## src/sv/prime_sieve_wheel30_unit_macros.svh

```systemverilog
// ----------------------------------------------------------------------------
// Assertion macros for the wheel-30 prime sieve unit
// Concurrent checks, clocked on clk and disabled while rst_n is low.
// ----------------------------------------------------------------------------
`ifndef PRIME_SIEVE_WHEEL30_UNIT_MACROS_SVH
`define PRIME_SIEVE_WHEEL30_UNIT_MACROS_SVH

`ifndef SYNTHESIS
// Checks that a property holds at every clock edge outside reset.
`define PSW30_ASSERT(label, prop, msg) \
    label: assert property (@(posedge clk) disable iff (!rst_n) prop) else $error(msg);
// Checks that a condition never occurs outside reset.
`define PSW30_ASSERT_NEVER(label, expr, msg) \
    `PSW30_ASSERT(label, !(expr), msg)
`else
`define PSW30_ASSERT(label, prop, msg)
`define PSW30_ASSERT_NEVER(label, expr, msg)
`endif

`endif

```

## src/sv/psw30_pkg.sv

```systemverilog
// ----------------------------------------------------------------------------
// psw30_pkg
// Constants, datapath commands, status bundle and wheel-30 tables.
// ----------------------------------------------------------------------------
`default_nettype none

package psw30_pkg;

    localparam int MAX_ROWS = 4096;
    localparam int ROW_AW   = $clog2(MAX_ROWS);
    localparam int CNT_W    = ROW_AW + 1;
    localparam int NROW_W   = CNT_W + 1;
    localparam int LIMIT_W  = 17;
    localparam int PRIME_W  = 17;
    localparam int TDATA_W  = 24;
    localparam int K_W      = 4;
    localparam int RES_W    = 5;

    // Reciprocal of 30 for a 17-bit dividend: floor(x * 139811 / 2^22).
    localparam int DIV30_MUL   = 139811;
    localparam int DIV30_SHIFT = 22;

    // Commands from the controller to the datapath.
    typedef enum logic [3:0] {
        OP_NONE,
        OP_CAPTURE,
        OP_DIV,
        OP_FILL,
        OP_KCHK,
        OP_LRD,
        OP_LCHK,
        OP_STEST,
        OP_SWR,
        OP_READ,
        OP_SEEKRD,
        OP_SEEKCHK,
        OP_EMIT
    } dp_op_t;

    // Status from the datapath to the controller.
    typedef struct packed {
        logic fill_last;
        logic k_done;
        logic lane_bit;
        logic lane_last;
        logic strike_end;
        logic run_empty;
        logic small_lt3;
        logic small_is2;
        logic at_end;
        logic found;
        logic out_free;
    } dp_status_t;

    // Residue of each lane.
    function automatic logic [RES_W-1:0] lane_res(input logic [2:0] lane);
        logic [RES_W-1:0] r;
        unique case (lane)
            3'd0: r = 5'd1;
            3'd1: r = 5'd7;
            3'd2: r = 5'd11;
            3'd3: r = 5'd13;
            3'd4: r = 5'd17;
            3'd5: r = 5'd19;
            3'd6: r = 5'd23;
            3'd7: r = 5'd29;
        endcase
        return r;
    endfunction

    // Gap from a lane's residue to the next one.
    function automatic logic [2:0] lane_gap(input logic [2:0] lane);
        logic [2:0] g;
        unique case (lane)
            3'd0: g = 3'd6;
            3'd1: g = 3'd4;
            3'd2: g = 3'd2;
            3'd3: g = 3'd4;
            3'd4: g = 3'd2;
            3'd5: g = 3'd4;
            3'd6: g = 3'd6;
            3'd7: g = 3'd2;
        endcase
        return g;
    endfunction

    // Lane of a residue; 8 marks a residue that shares a factor with 30.
    function automatic logic [3:0] res_lane(input logic [RES_W-1:0] res);
        logic [3:0] l;
        case (res)
            5'd1:    l = 4'd0;
            5'd7:    l = 4'd1;
            5'd11:   l = 4'd2;
            5'd13:   l = 4'd3;
            5'd17:   l = 4'd4;
            5'd19:   l = 4'd5;
            5'd23:   l = 4'd6;
            5'd29:   l = 4'd7;
            default: l = 4'd8;
        endcase
        return l;
    endfunction

    // Row part of the square of a lane's residue.
    function automatic logic [RES_W-1:0] sq_div(input logic [2:0] lane);
        logic [RES_W-1:0] d;
        unique case (lane)
            3'd0: d = 5'd0;
            3'd1: d = 5'd1;
            3'd2: d = 5'd4;
            3'd3: d = 5'd5;
            3'd4: d = 5'd9;
            3'd5: d = 5'd12;
            3'd6: d = 5'd17;
            3'd7: d = 5'd28;
        endcase
        return d;
    endfunction

    // Residue part of the square of a lane's residue.
    function automatic logic [RES_W-1:0] sq_mod(input logic [2:0] lane);
        logic [RES_W-1:0] m;
        unique case (lane)
            3'd0, 3'd2, 3'd5, 3'd7: m = 5'd1;
            3'd1, 3'd3, 3'd4, 3'd6: m = 5'd19;
        endcase
        return m;
    endfunction

    // Row part of residue times gap, by reciprocal: floor(x * 1093 / 2^15).
    function automatic logic [2:0] prod_div(input logic [2:0] lane, input logic [2:0] gl);
        logic [7:0]  pr;
        logic [17:0] scaled;
        pr     = 8'(lane_res(lane)) * 8'(lane_gap(gl));
        scaled = 18'(pr) * 18'd1093;
        return scaled[17:15];
    endfunction

    // Residue part of residue times gap.
    function automatic logic [RES_W-1:0] prod_mod(input logic [2:0] lane,
                                                  input logic [2:0] gl);
        logic [7:0] pr;
        pr = 8'(lane_res(lane)) * 8'(lane_gap(gl));
        return RES_W'(pr - 8'(prod_div(lane, gl)) * 8'd30);
    endfunction

endpackage

`default_nettype wire

```

## src/sv/psw30_ctrl.sv

```systemverilog
// ----------------------------------------------------------------------------
// psw30_ctrl
// Controller: sequences fill, marking pass, reads, seeks and result hand-off.
// ----------------------------------------------------------------------------
`default_nettype none

module psw30_ctrl
    import psw30_pkg::*;
(
    input  wire logic       clk,
    input  wire logic       rst_n,
    input  wire logic       s_accept,
    input  wire logic       in_read,
    input  wire dp_status_t st,
    output dp_op_t          op,
    output logic            idle
);

    typedef enum logic [11:0] {
        ST_IDLE    = 12'b0000_0000_0001,
        ST_DIV     = 12'b0000_0000_0010,
        ST_FILL    = 12'b0000_0000_0100,
        ST_KCHK    = 12'b0000_0000_1000,
        ST_LRD     = 12'b0000_0001_0000,
        ST_LCHK    = 12'b0000_0010_0000,
        ST_STEST   = 12'b0000_0100_0000,
        ST_SWR     = 12'b0000_1000_0000,
        ST_READ    = 12'b0001_0000_0000,
        ST_SEEKRD  = 12'b0010_0000_0000,
        ST_SEEKCHK = 12'b0100_0000_0000,
        ST_EMIT    = 12'b1000_0000_0000
    } state_t;

    state_t state_reg;
    state_t state_next;

    // State register.
    always_ff @(posedge clk or negedge rst_n)
    begin
        if (!rst_n)
        begin
            state_reg <= ST_IDLE;
        end
        else
        begin
            state_reg <= state_next;
        end
    end

    // Next state and datapath command.
    always_comb
    begin
        op         = OP_NONE;
        state_next = state_reg;
        unique case (state_reg)
            ST_IDLE:
            begin
                if (s_accept)
                begin
                    op         = OP_CAPTURE;
                    state_next = in_read ? ST_READ : ST_DIV;
                end
            end
            ST_DIV:
            begin
                op         = OP_DIV;
                state_next = ST_FILL;
            end
            ST_FILL:
            begin
                op = OP_FILL;
                if (st.fill_last)
                begin
                    state_next = ST_KCHK;
                end
            end
            ST_KCHK:
            begin
                op         = OP_KCHK;
                state_next = st.k_done ? ST_IDLE : ST_LRD;
            end
            ST_LRD:
            begin
                op         = OP_LRD;
                state_next = ST_LCHK;
            end
            ST_LCHK:
            begin
                op = OP_LCHK;
                if (st.lane_bit)
                begin
                    state_next = ST_STEST;
                end
                else
                begin
                    state_next = st.lane_last ? ST_KCHK : ST_LRD;
                end
            end
            ST_STEST:
            begin
                op = OP_STEST;
                if (st.strike_end)
                begin
                    state_next = st.lane_last ? ST_KCHK : ST_LRD;
                end
                else
                begin
                    state_next = ST_SWR;
                end
            end
            ST_SWR:
            begin
                op         = OP_SWR;
                state_next = ST_STEST;
            end
            ST_READ:
            begin
                op = OP_READ;
                priority if (st.run_empty)
                begin
                    state_next = ST_EMIT;
                end
                else if (st.small_lt3)
                begin
                    state_next = st.small_is2 ? ST_SEEKRD : ST_EMIT;
                end
                else
                begin
                    state_next = st.at_end ? ST_EMIT : ST_SEEKRD;
                end
            end
            ST_SEEKRD:
            begin
                op         = OP_SEEKRD;
                state_next = st.at_end ? ST_EMIT : ST_SEEKCHK;
            end
            ST_SEEKCHK:
            begin
                op         = OP_SEEKCHK;
                state_next = st.found ? ST_EMIT : ST_SEEKRD;
            end
            ST_EMIT:
            begin
                op = OP_EMIT;
                if (st.out_free)
                begin
                    state_next = ST_IDLE;
                end
            end
            default:
            begin
                state_next = ST_IDLE;
            end
        endcase
    end

    assign idle = (state_reg == ST_IDLE);

endmodule

`default_nettype wire

```

## config.mk

```make
export PLATFORM = sky130hd
export DESIGN_NAME = psw30_ctrl
export DESIGN_NICKNAME = d
export VERILOG_FILES = /design/src/sv/prime_sieve_wheel30_unit_macros.svh /design/src/sv/psw30_pkg.sv /design/src/sv/psw30_ctrl.sv
export SDC_FILE = /design/constraint.sdc
export NUM_CORES = 1
export LEC_CHECK = 0
export BUFFER_PORTS_ARGS = -buffer_cell sky130_fd_sc_hd__buf_2
export CORE_MARGIN = 3
export CORE_UTILIZATION = 35
export CTS_BUF_LIST = sky130_fd_sc_hd__clkbuf_16
export DETAILED_ROUTE_END_ITERATION = 7
export GPL_TIMING_DRIVEN = 0
export SLEW_MARGIN = 30
export SYNTH_ARGS = -nofsm -noshare
export SYNTH_HDL_FRONTEND = slang
export SYNTH_SLANG_ARGS = --single-unit
```

## constraint.sdc

```tcl
create_clock -name clk -period 4.25 [get_ports clk]
set_input_delay 0.425 -clock clk [delete_from_list [all_inputs] [get_ports clk]]
set_output_delay 0.425 -clock clk [all_outputs]
set_load 0.05 [all_outputs]
```

# Yosys cells after proc, flatten, opt, wreduce, memory -nomap -nowiden
# Cells that the tools add are included.
# totals
elab_cells	34
romBits	0
memories	0
ff_bits	12
latchBits	0
output_inout_bits	5
ram_bits	0
# op_classes
order_cmp	0
bitwise	0
reduce_logical	1
shift	0
n_eq_ne	15
mux	17
n_mul	0
add_sub_neg	0
n_div	0
# op_table
op	n
12-bit one-hot mux with 12 select lines	1
12-bit two-way mux	9
4-bit one-hot mux with 12 select lines	1
12-bit by 1-bit == test with 1-bit output (second input constant)	1
12-bit by 10-bit == test with 1-bit output (second input constant)	1
12-bit by 11-bit == test with 1-bit output (second input constant)	1
12-bit == test (second input constant)	1
12-bit by 2-bit == test with 1-bit output (second input constant)	1
12-bit by 3-bit == test with 1-bit output (second input constant)	1
12-bit by 4-bit == test with 1-bit output (second input constant)	1
12-bit by 5-bit == test with 1-bit output (second input constant)	1
12-bit by 6-bit == test with 1-bit output (second input constant)	1
12-bit by 7-bit == test with 1-bit output (second input constant)	1
12-bit by 8-bit == test with 1-bit output (second input constant)	1
12-bit by 9-bit == test with 1-bit output (second input constant)	1
5-bit two-way mux	2
9-bit two-way mux	1
8-bit two-way mux	1
7-bit two-way mux	1
2-bit inequality test (second input constant)	3
3-bit AND reduction	1
1-bit two-way mux	1

# Logic depth before layout (Yosys ltp)
# Gate-level depths: netlist (run 1).
# depth
word_depth	4
depth_mapped	6
depth_no_buf	5

# Least setup slack after synthesis (run 1)
# OpenSTA, ideal clock, no wires.
# synth_timing
path_kind	flip-flop to output port
start	register state_reg[2]
end	output op[1]
n_path_buf	1
setup_slack_ns	1.968
required_ns	3.825
stages_incl_launch_ff	7
arrival_ns	1.857
path_cell_list	dfrtp_1 > buf_6 > nor4_4 > nand3_1 > nor3b_1 > a41oi_1 > o211ai_1
# synth_via
elab_chain_cells	2
# synth_lines
element	line	rtl
start, declared	psw30_ctrl.sv:34	state_t state_reg;
start signal, assigned	psw30_ctrl.sv:46	state_reg <= state_next;
12-bit == test, or another cell as far along	psw30_ctrl.sv:55	unique case (state_reg)
4-bit one-hot mux with 12 select lines *	psw30_ctrl.sv:55	
end, declared	psw30_ctrl.sv:15	output dp_op_t op,
# Every way passes the cells marked *; elsewhere a longest branch is shown, timed or not.

# Final worst setup path (run 1)
# layout_timing
start	register state_reg[6]
end	output op[1]
# Same word-level chain as after synthesis.

==> metrics.sh, run 1 <==
SYN-MEAN-INSTANCE-AREA_UM2=8.53
REPORT.FINAL.HOLD_VIOL_COUNT=0
FLOORPLAN.INITIALDENSITY_PCT=38.2
NUMBER_OF_WARNINGS_PRINTED_DURING_YOSYS_SYNTHESIS=0
CRIT_ARRIVAL_PS=2440
YOSYSTOPAREACELL='dfrtp_1'
CTS-BUFFERS-INSERTED=3
SYNTH-MAIN-FF-CELL='dfrtp_1'
ANTENNA_FOUND_INITIAL=0
PIN_COUNT=20
MULTI_INPUT_AREA_UM2=586
FINAL_CELL_COUNT_NO_FILL=169
DIE_WIDTH_UM=59.2
WORST_SETUP_END_KIND='primary output'
CRITICAL_PATH.SLOWEST_CELL='nor4_2'
WORSTMARGINPINSLEW_PS=673
POWER.DENSITY_CELL_AREA_nW_PER_UM2=508
FINAL_LAYOUT_SIZE_SUFFIX_GT1_SHARE_PCT=28.1
RUN_STATUS='complete, no violations'
PORT-BUFFER-COUNT=19
SYNTH_CELL_TYPES=40
DIE_Y_UM=59.2
SYNTH_TOP_AREA_SHARE_PCT=27.8
WHS_PS=64.0
CLKTRANSATPATHREGS_PS=50
DETAILED_PLACE_HPWL_MM=1.79
TIMING_MAX_TRANSITION_VIOLATIONS_FINAL=0
YS_TOP_CELLS_BY_AREA='dfrtp_1 (28%), nor2_1 (6.8%), nor3_1 (4.6%), nor4_4 (4.3%), clkbuf_8 (4.2%)'
MOSTFREQUENTLAYOUTCELL='buf_2'
PIN_COUNT_OF_THE_BIGGEST_NET_ENTERING_GLOBAL_ROUTING=13
TIMING_WORST_SETUP_PATH_TYPE='flop to primary output'
AREA_DELTA_SYNTH_FINAL_PCT=21.4
LARGEST_REGISTER_FF_COUNT=12
DR_ITER_0_VIOLS=29
SETUP_VIOLATIONS=0
TIMING.CLOCK.SKEW_PS=4.30
CTS_H_TREE_DEPTH=1
DRT_WL_TOTAL_MM=2.40
DRV.MAX_CAP_VIOLATION_COUNT=0
PLACE_CONGESTION=0.774
WORST-ENDPOINT-REQUIRED_PS=3830
NNETSFINAL=155
DRT-VIAS-PER-INSTANCE=5.53
GRT_SETUP_UNREPAIRED='no'
GRT_USE_MET2_PCT=22.9
MOST_USED_ROUTING_LAYER='met2'
SYNTH_ASYNC_SR_FLOP_SHARE_PCT=100
FINAL.PERIOD_UTILIZATION_PCT=67.4
CTS_TREE='yes'
GRT_FIRST_PASS_WIRELENGTH_MM=4.00
FINAL.MIN_CLOCK_PERIOD_PS=2860
REGISTER_AREA_UM2=302
CORE_REGION_AREA_UM2=2590
CRITPATHMAXFANOUT=7
GRT_USE_TOTAL_PCT=15.2
CP_CELL_SEQUENCE='nor4_2 -> nand3_1 -> nor3b_1 -> a41oi_1 -> o211ai_1 -> buf_2'
DRC=0
FIRST_GLOBAL_VIAS=856
GLOBAL_ROUTE.USAGE.MET1_PCT=20.9
TOTALNEGATIVESETUPSLACK_PS=0
NUMCLOCKSINKS=12
POST_SYNTH_INST_COUNT=116
YS_FF_LATCH=12
PLACE.DETAILED.INSTANCES=165
CLK_LATENCY_PS=240
CTS_RESIZED=0
ANTENNA_CELLS_INSERTED=0
DETAIL_ROUTE.FIRST_PASS.ITERATIONS=4
N_FILL_CELL=261
VIAS=934
DESIGN.DIE.AREA_UM2=3500
GRT-OVFL-TOTAL=0
CRITICAL_PATH.TOP_DELAY_FAMILY='simple AND/OR/NAND/NOR gates'
WORST_SLEW_MARGIN_PCT=54.7
SYNTH-EDFF-COUNT=0
LAYOUT_COMMON_CELLS='buf_2 (20), nor2_1 (18), dfrtp_1 (11), nor3_1 (9)'
START_KIND='flop'
P_LEAK_nW=0.579
POSTROUTEANTENNANETS=0
MAPPEDNETLISTAREA_UM2=990
WORSTPATHBUFFERINVERTERCOUNT=1
MAX-CLOCK-PATH-BUFFERS=2
DETAIL_ROUTE.WL_PER_CELL_UM=14.2
TIMING.FMAX_MHz=349
VDD_IR_DROP_MAX_uV=377
FRACTION_OF_THE_YOSYS_AREA_TAKEN_BY_SEQUENTIAL_CELLS_PCT=30.5
CTS_SETUP_BUFFERS=0
MAPPEDNETLISTNETS=131
POST_CTS_HOLD_BUFFER_COUNT=0
CLOCK-ROOT-BUFFER='clkbuf_16'
PLACEMENT_ROWS=18
GRTUSAGEMET3_PCT=4.36
HP-CLASS='primary input to async pin'
CP_SLOWEST_STAGE_DELAY_PS=650
[area by class of cell]
type                            count  share of cell area, %
Buffer                              9                   6.67
Clock buffer                        3                   6.25
Clock inverter                      1                  0.313
Inverter                            6                   1.88
Multi-Input combinational cell     89                   48.8
Sequential cell                    12                   25.1
Tap cell                           30                   3.13
Timing Repair Buffer               19                   7.92
[worst reg2reg max path: stages (launching register included)]
cell     delay, ps
dfrtp_1        410
nor4_2         650
nor3b_1        430
nand3_1        230
nor2_1         130
[kinds of logic after synthesis]
group,count (synthesis),share of synthesized area (%)
AOI/OAI and AO/OA,21,15.9
DFF,12,30.5
xor gates and xnor gates,6,5.31
buffers and inverters,15,10.4
and+or+nand+nor,62,37.9
[power by group]
group	internal (mW)	switching (mW)	leakage [nW]
clock network	0.124	0.0513	0.0385
registers	0.131	0.0179	0.163
logic	0.102	0.183	0.378
total	0.358	0.252	0.579
[Yosys cell counts (2+ instances only)]
library cell and n:
a211oi_1 2, a21o_1 2, a21oi_1 3, a31oi_1 3, buf_6 2, clkbuf_1 2, clkbuf_8 3, dfrtp_1 11
inv_1 6, nand2_1 6, nand3_1 3, nand3b_1 2, nand4_1 5, nor2_1 18, nor3_1 9, nor3b_1 4
nor4_1 2, nor4_4 2, nor4b_1 4, o21bai_1 3, xnor2_1 2, xor2_1 4
[stage by stage]
| step | cell area (um2) | util (%) | power, mW | setup WS [ps] |
|---|---|---|---|---|
| 2_1_floorplan | 990 | - | 0.374 | 1970 |
| 3_3_place_gp | 1120 | 43.3 | 0.432 | 1640 |
| 3_5_place_dp | 1120 | 43.3 | 0.435 | 1660 |
| 4_1_cts | 1200 | 46.4 | 0.614 | 1380 |
| 5_1_grt | 1200 | 46.4 | 0.649 | 1240 |
| 6_report | 1200 | 46.4 | 0.610 | 1390 |
[layer usage]
layer	vias to the layer above	wire length, um
met1	435	1140
met2	28	1100
met3	2	144
met4	0	15
li1	469	-
met5	-	0
[final timing paths]
path	to	startpoint	slack (ps)	depth (start not counted)
min reg2reg	state_reg[2]$_DFFE_PN0P_	state_reg[4]$_DFFE_PN0P_	620	3
min in group clk	state_reg[1]$_DFFE_PN0P_	in_read	350	2
max	op[1]	state_reg[6]$_DFFE_PN0P_	1390	6
min	state_reg[2]$_DFFE_PN0P_	rst_n	60	1
max reg2reg	state_reg[1]$_DFFE_PN0P_	state_reg[6]$_DFFE_PN0P_	2320	4
max in group asynchronous	state_reg[0]$_DFFE_PN1P_	rst_n	3910	1
(Power assumes the default switching activity.)
==> run 2: changes to the inputs <==
- clock period: 4.25 -> 3.01 ns (I/O delays scaled with it)
==> metrics.sh, run 2 (synthesis results as in run 1) <==
FINAL.MIN_CLOCK_PERIOD_PS=2740
PORT-BUFFER-COUNT=19  # unchanged
DIE_WIDTH_UM=59.2  # unchanged
GRT_FIRST_PASS_WIRELENGTH_MM=4.01  # +0.33%
CRITICAL_PATH.SLOWEST_CELL='nor4_2'
HP-CLASS='primary input to flop'
FINAL_LAYOUT_SIZE_SUFFIX_GT1_SHARE_PCT=27.9  # -0.20 points
GRT-OVFL-TOTAL=0  # unchanged
DETAIL_ROUTE.WL_PER_CELL_UM=14.1  # -0.46%
WORST-ENDPOINT-REQUIRED_PS=2710  # -1120 ps
DETAILED_PLACE_HPWL_MM=1.79  # unchanged
DRC=0  # unchanged
CLOCK_POWER_SHARE_PCT=28.7  # about the same
POWER_SWITCHING_mW=0.356  # +41%
CRIT_ARRIVAL_PS=2440  # about the same
CP_CELL_SEQUENCE='nor4_2 -> nand3_1 -> nor3b_1 -> a41oi_1 -> o211ai_1 -> buf_2'
ANTENNA_CELLS_INSERTED=0  # unchanged
SHARE_COMB_OF_TOTAL_POWER_PCT=46.9  # about the same
VDD_IR_DROP_MAX_uV=533  # +41%
NNETSFINAL=156  # +0.65%
CRITICAL_PATH.TOP_DELAY_FAMILY='simple AND/OR/NAND/NOR gates'
CLK_LATENCY_PS=240  # about the same
N_FILL_CELL=262  # +0.38%
CP_SLOWEST_STAGE_DELAY_PS=650  # about the same
CTS_TREE='yes'
DIE_Y_UM=59.2  # unchanged
DESIGN.DIE.AREA_UM2=3500  # unchanged
CTS-BUFFERS-INSERTED=3  # unchanged
SETUP_VIOLATIONS=0  # unchanged
TIMING.CLOCK.SKEW_PS=4.30  # unchanged
WORST_SLEW_MARGIN_PCT=54.7  # unchanged
PLACEMENT_ROWS=18  # unchanged
MOSTFREQUENTLAYOUTCELL='buf_2'
START_KIND='flop'
LAYOUT_COMMON_CELLS='buf_2 (20), nor2_1 (18), dfrtp_1 (11), nor3_1 (9)'
FINAL.PERIOD_UTILIZATION_PCT=91.0
RUN_STATUS='complete, no violations'
TOTALPOWERFINAL_mW=0.862  # +41%
WORSTPATHBUFFERINVERTERCOUNT=1  # unchanged
CTS_RESIZED=0  # unchanged
SHARE_SEQ_OF_TOTAL_POWER_PCT=24.4  # about the same
POSTROUTEANTENNANETS=0  # unchanged
GRT_USE_TOTAL_PCT=15.2  # +0.045 points
DRV.MAX_CAP_VIOLATION_COUNT=0  # unchanged
TIMING_MAX_TRANSITION_VIOLATIONS_FINAL=0  # unchanged
CRITPATHMAXFANOUT=7  # unchanged
DR_ITER_0_VIOLS=32  # +10%
WORST_HOLD_STARTPOINT='in_read'
CLOCK-ROOT-BUFFER='clkbuf_16'
TIMING.FMAX_MHz=365
DRT_WL_TOTAL_MM=2.40  # +0.13%
CORE_REGION_AREA_UM2=2590  # unchanged
LARGEST_REGISTER_FF_COUNT=12  # unchanged
POWER.DENSITY_CELL_AREA_nW_PER_UM2=712  # +40%
WORST_SETUP_END_KIND='primary output'
NUMCLOCKSINKS=12  # unchanged
PIN_COUNT=20  # unchanged
ANTENNA_FOUND_INITIAL=0  # unchanged
CRIT-REG2REG-LAUNCH='state_reg[6]$_DFFE_PN0P_'
DRT-VIAS-PER-INSTANCE=5.52  # -0.16%
FLOORPLAN.INITIALDENSITY_PCT=38.2  # unchanged
PIN_COUNT_OF_THE_BIGGEST_NET_ENTERING_GLOBAL_ROUTING=13  # unchanged
NET_SWITCHING_SHARE_OF_THE_TOTAL_POWER_PCT=41.3  # about the same
PLACE_CONGESTION=0.774  # unchanged
INTERNAL_POWER_mW=0.506  # +41%
TOTALNEGATIVESETUPSLACK_PS=0  # unchanged
TIMING_WORST_SETUP_PATH_TYPE='flop to primary output'
MAX-CLOCK-PATH-BUFFERS=2  # unchanged
CLKTRANSATPATHREGS_PS=40  # about the same
P_LEAK_nW=0.584  # +0.72%
DETAIL_ROUTE.FIRST_PASS.ITERATIONS=4  # unchanged
CTS_H_TREE_DEPTH=1  # unchanged
GRT_SETUP_UNREPAIRED='no'
REPORT.FINAL.HOLD_VIOL_COUNT=0  # unchanged
VIAS=938  # +0.43%
FIRST_GLOBAL_VIAS=859  # +0.35%
CP-STARTPOINT='state_reg[6]$_DFFE_PN0P_'
WORSTMARGINPINSLEW_PS=673  # unchanged
AREA_DELTA_SYNTH_FINAL_PCT=22.4
## run 2: changes by cell type in the layout (fill, tap and decap cells not counted)
cell,previous run,this run
dlygate4sd3_1,0,1
## run 2: metrics by stage
stage	setup WS, ps	instances	area, um2	hold slack, ps	utilization (%)
final	270	170	1210	226	46.8
after global routing	125	170	1210	225	46.8
after CTS	269	170	1210	223	46.8
after detailed placement	541	165	1120	202	43.3
after global placement	522	165	1120	204	43.3
after floorplan	852	116	990	5.41	-
## run 2: cell type report
cell class              instances  area (um2)  area share (%)
repair buffers                 20         105            8.68
inverters                       6        22.5            1.86
flip-flops and latches         12         302            24.9
multi-input cells              89         586            48.3
clock buffers                   3        75.1            6.20
clock inverters                 1        3.75           0.310
plain buffers                   9        80.1            6.61
well taps                      30        37.5            3.10
## run 2: repair_timing
| item | 4_1_cts | 5_1_grt |
|---|---|---|
| hold endpoints to repair | 11 | 0 |
| hold buffers | 1 | 0 |
| buffers inserted | 0 | 0 |
## run 2: worst paths after layout
| kind | endpoint | slack (ps) | cells after the start |
|---|---|---|---|
| worst min register to register | state_reg[2]$_DFFE_PN0P_ | 620 | 3 |
| min in group asynchronous | state_reg[2]$_DFFE_PN0P_ | 480 | 2 |
| max in group asynchronous | state_reg[0]$_DFFE_PN1P_ | 2250 | 2 |
| worst max register to register | state_reg[1]$_DFFE_PN0P_ | 1080 | 4 |
| worst max-delay path | op[1] | 270 | 6 |
| worst min-delay path | state_reg[1]$_DFFE_PN0P_ | 230 | 2 |
## run 2: power groups by stage
stage / sequential (mW) / combinational [mW] / clock (mW)
floorplan: 0.207 / 0.320 / 0
global placement: 0.212 / 0.398 / 0
detailed placement: 0.213 / 0.401 / 0
CTS: 0.210 / 0.405 / 0.253
global route: 0.213 / 0.440 / 0.265
finish: 0.211 / 0.404 / 0.248
## run 2: per-layer routing
| layer | vias to the layer above | wire [um] | track usage, % |
|---|---|---|---|
| met2 | 28 | 1100 | 22.9 |
| met1 | 437 | 1150 | 21.1 |
| li1 | 471 | - | - |
| met5 | - | 0 | 0 |
| met3 | 2 | 144 | 4.36 |
| met4 | 0 | 15 | 4.53 |
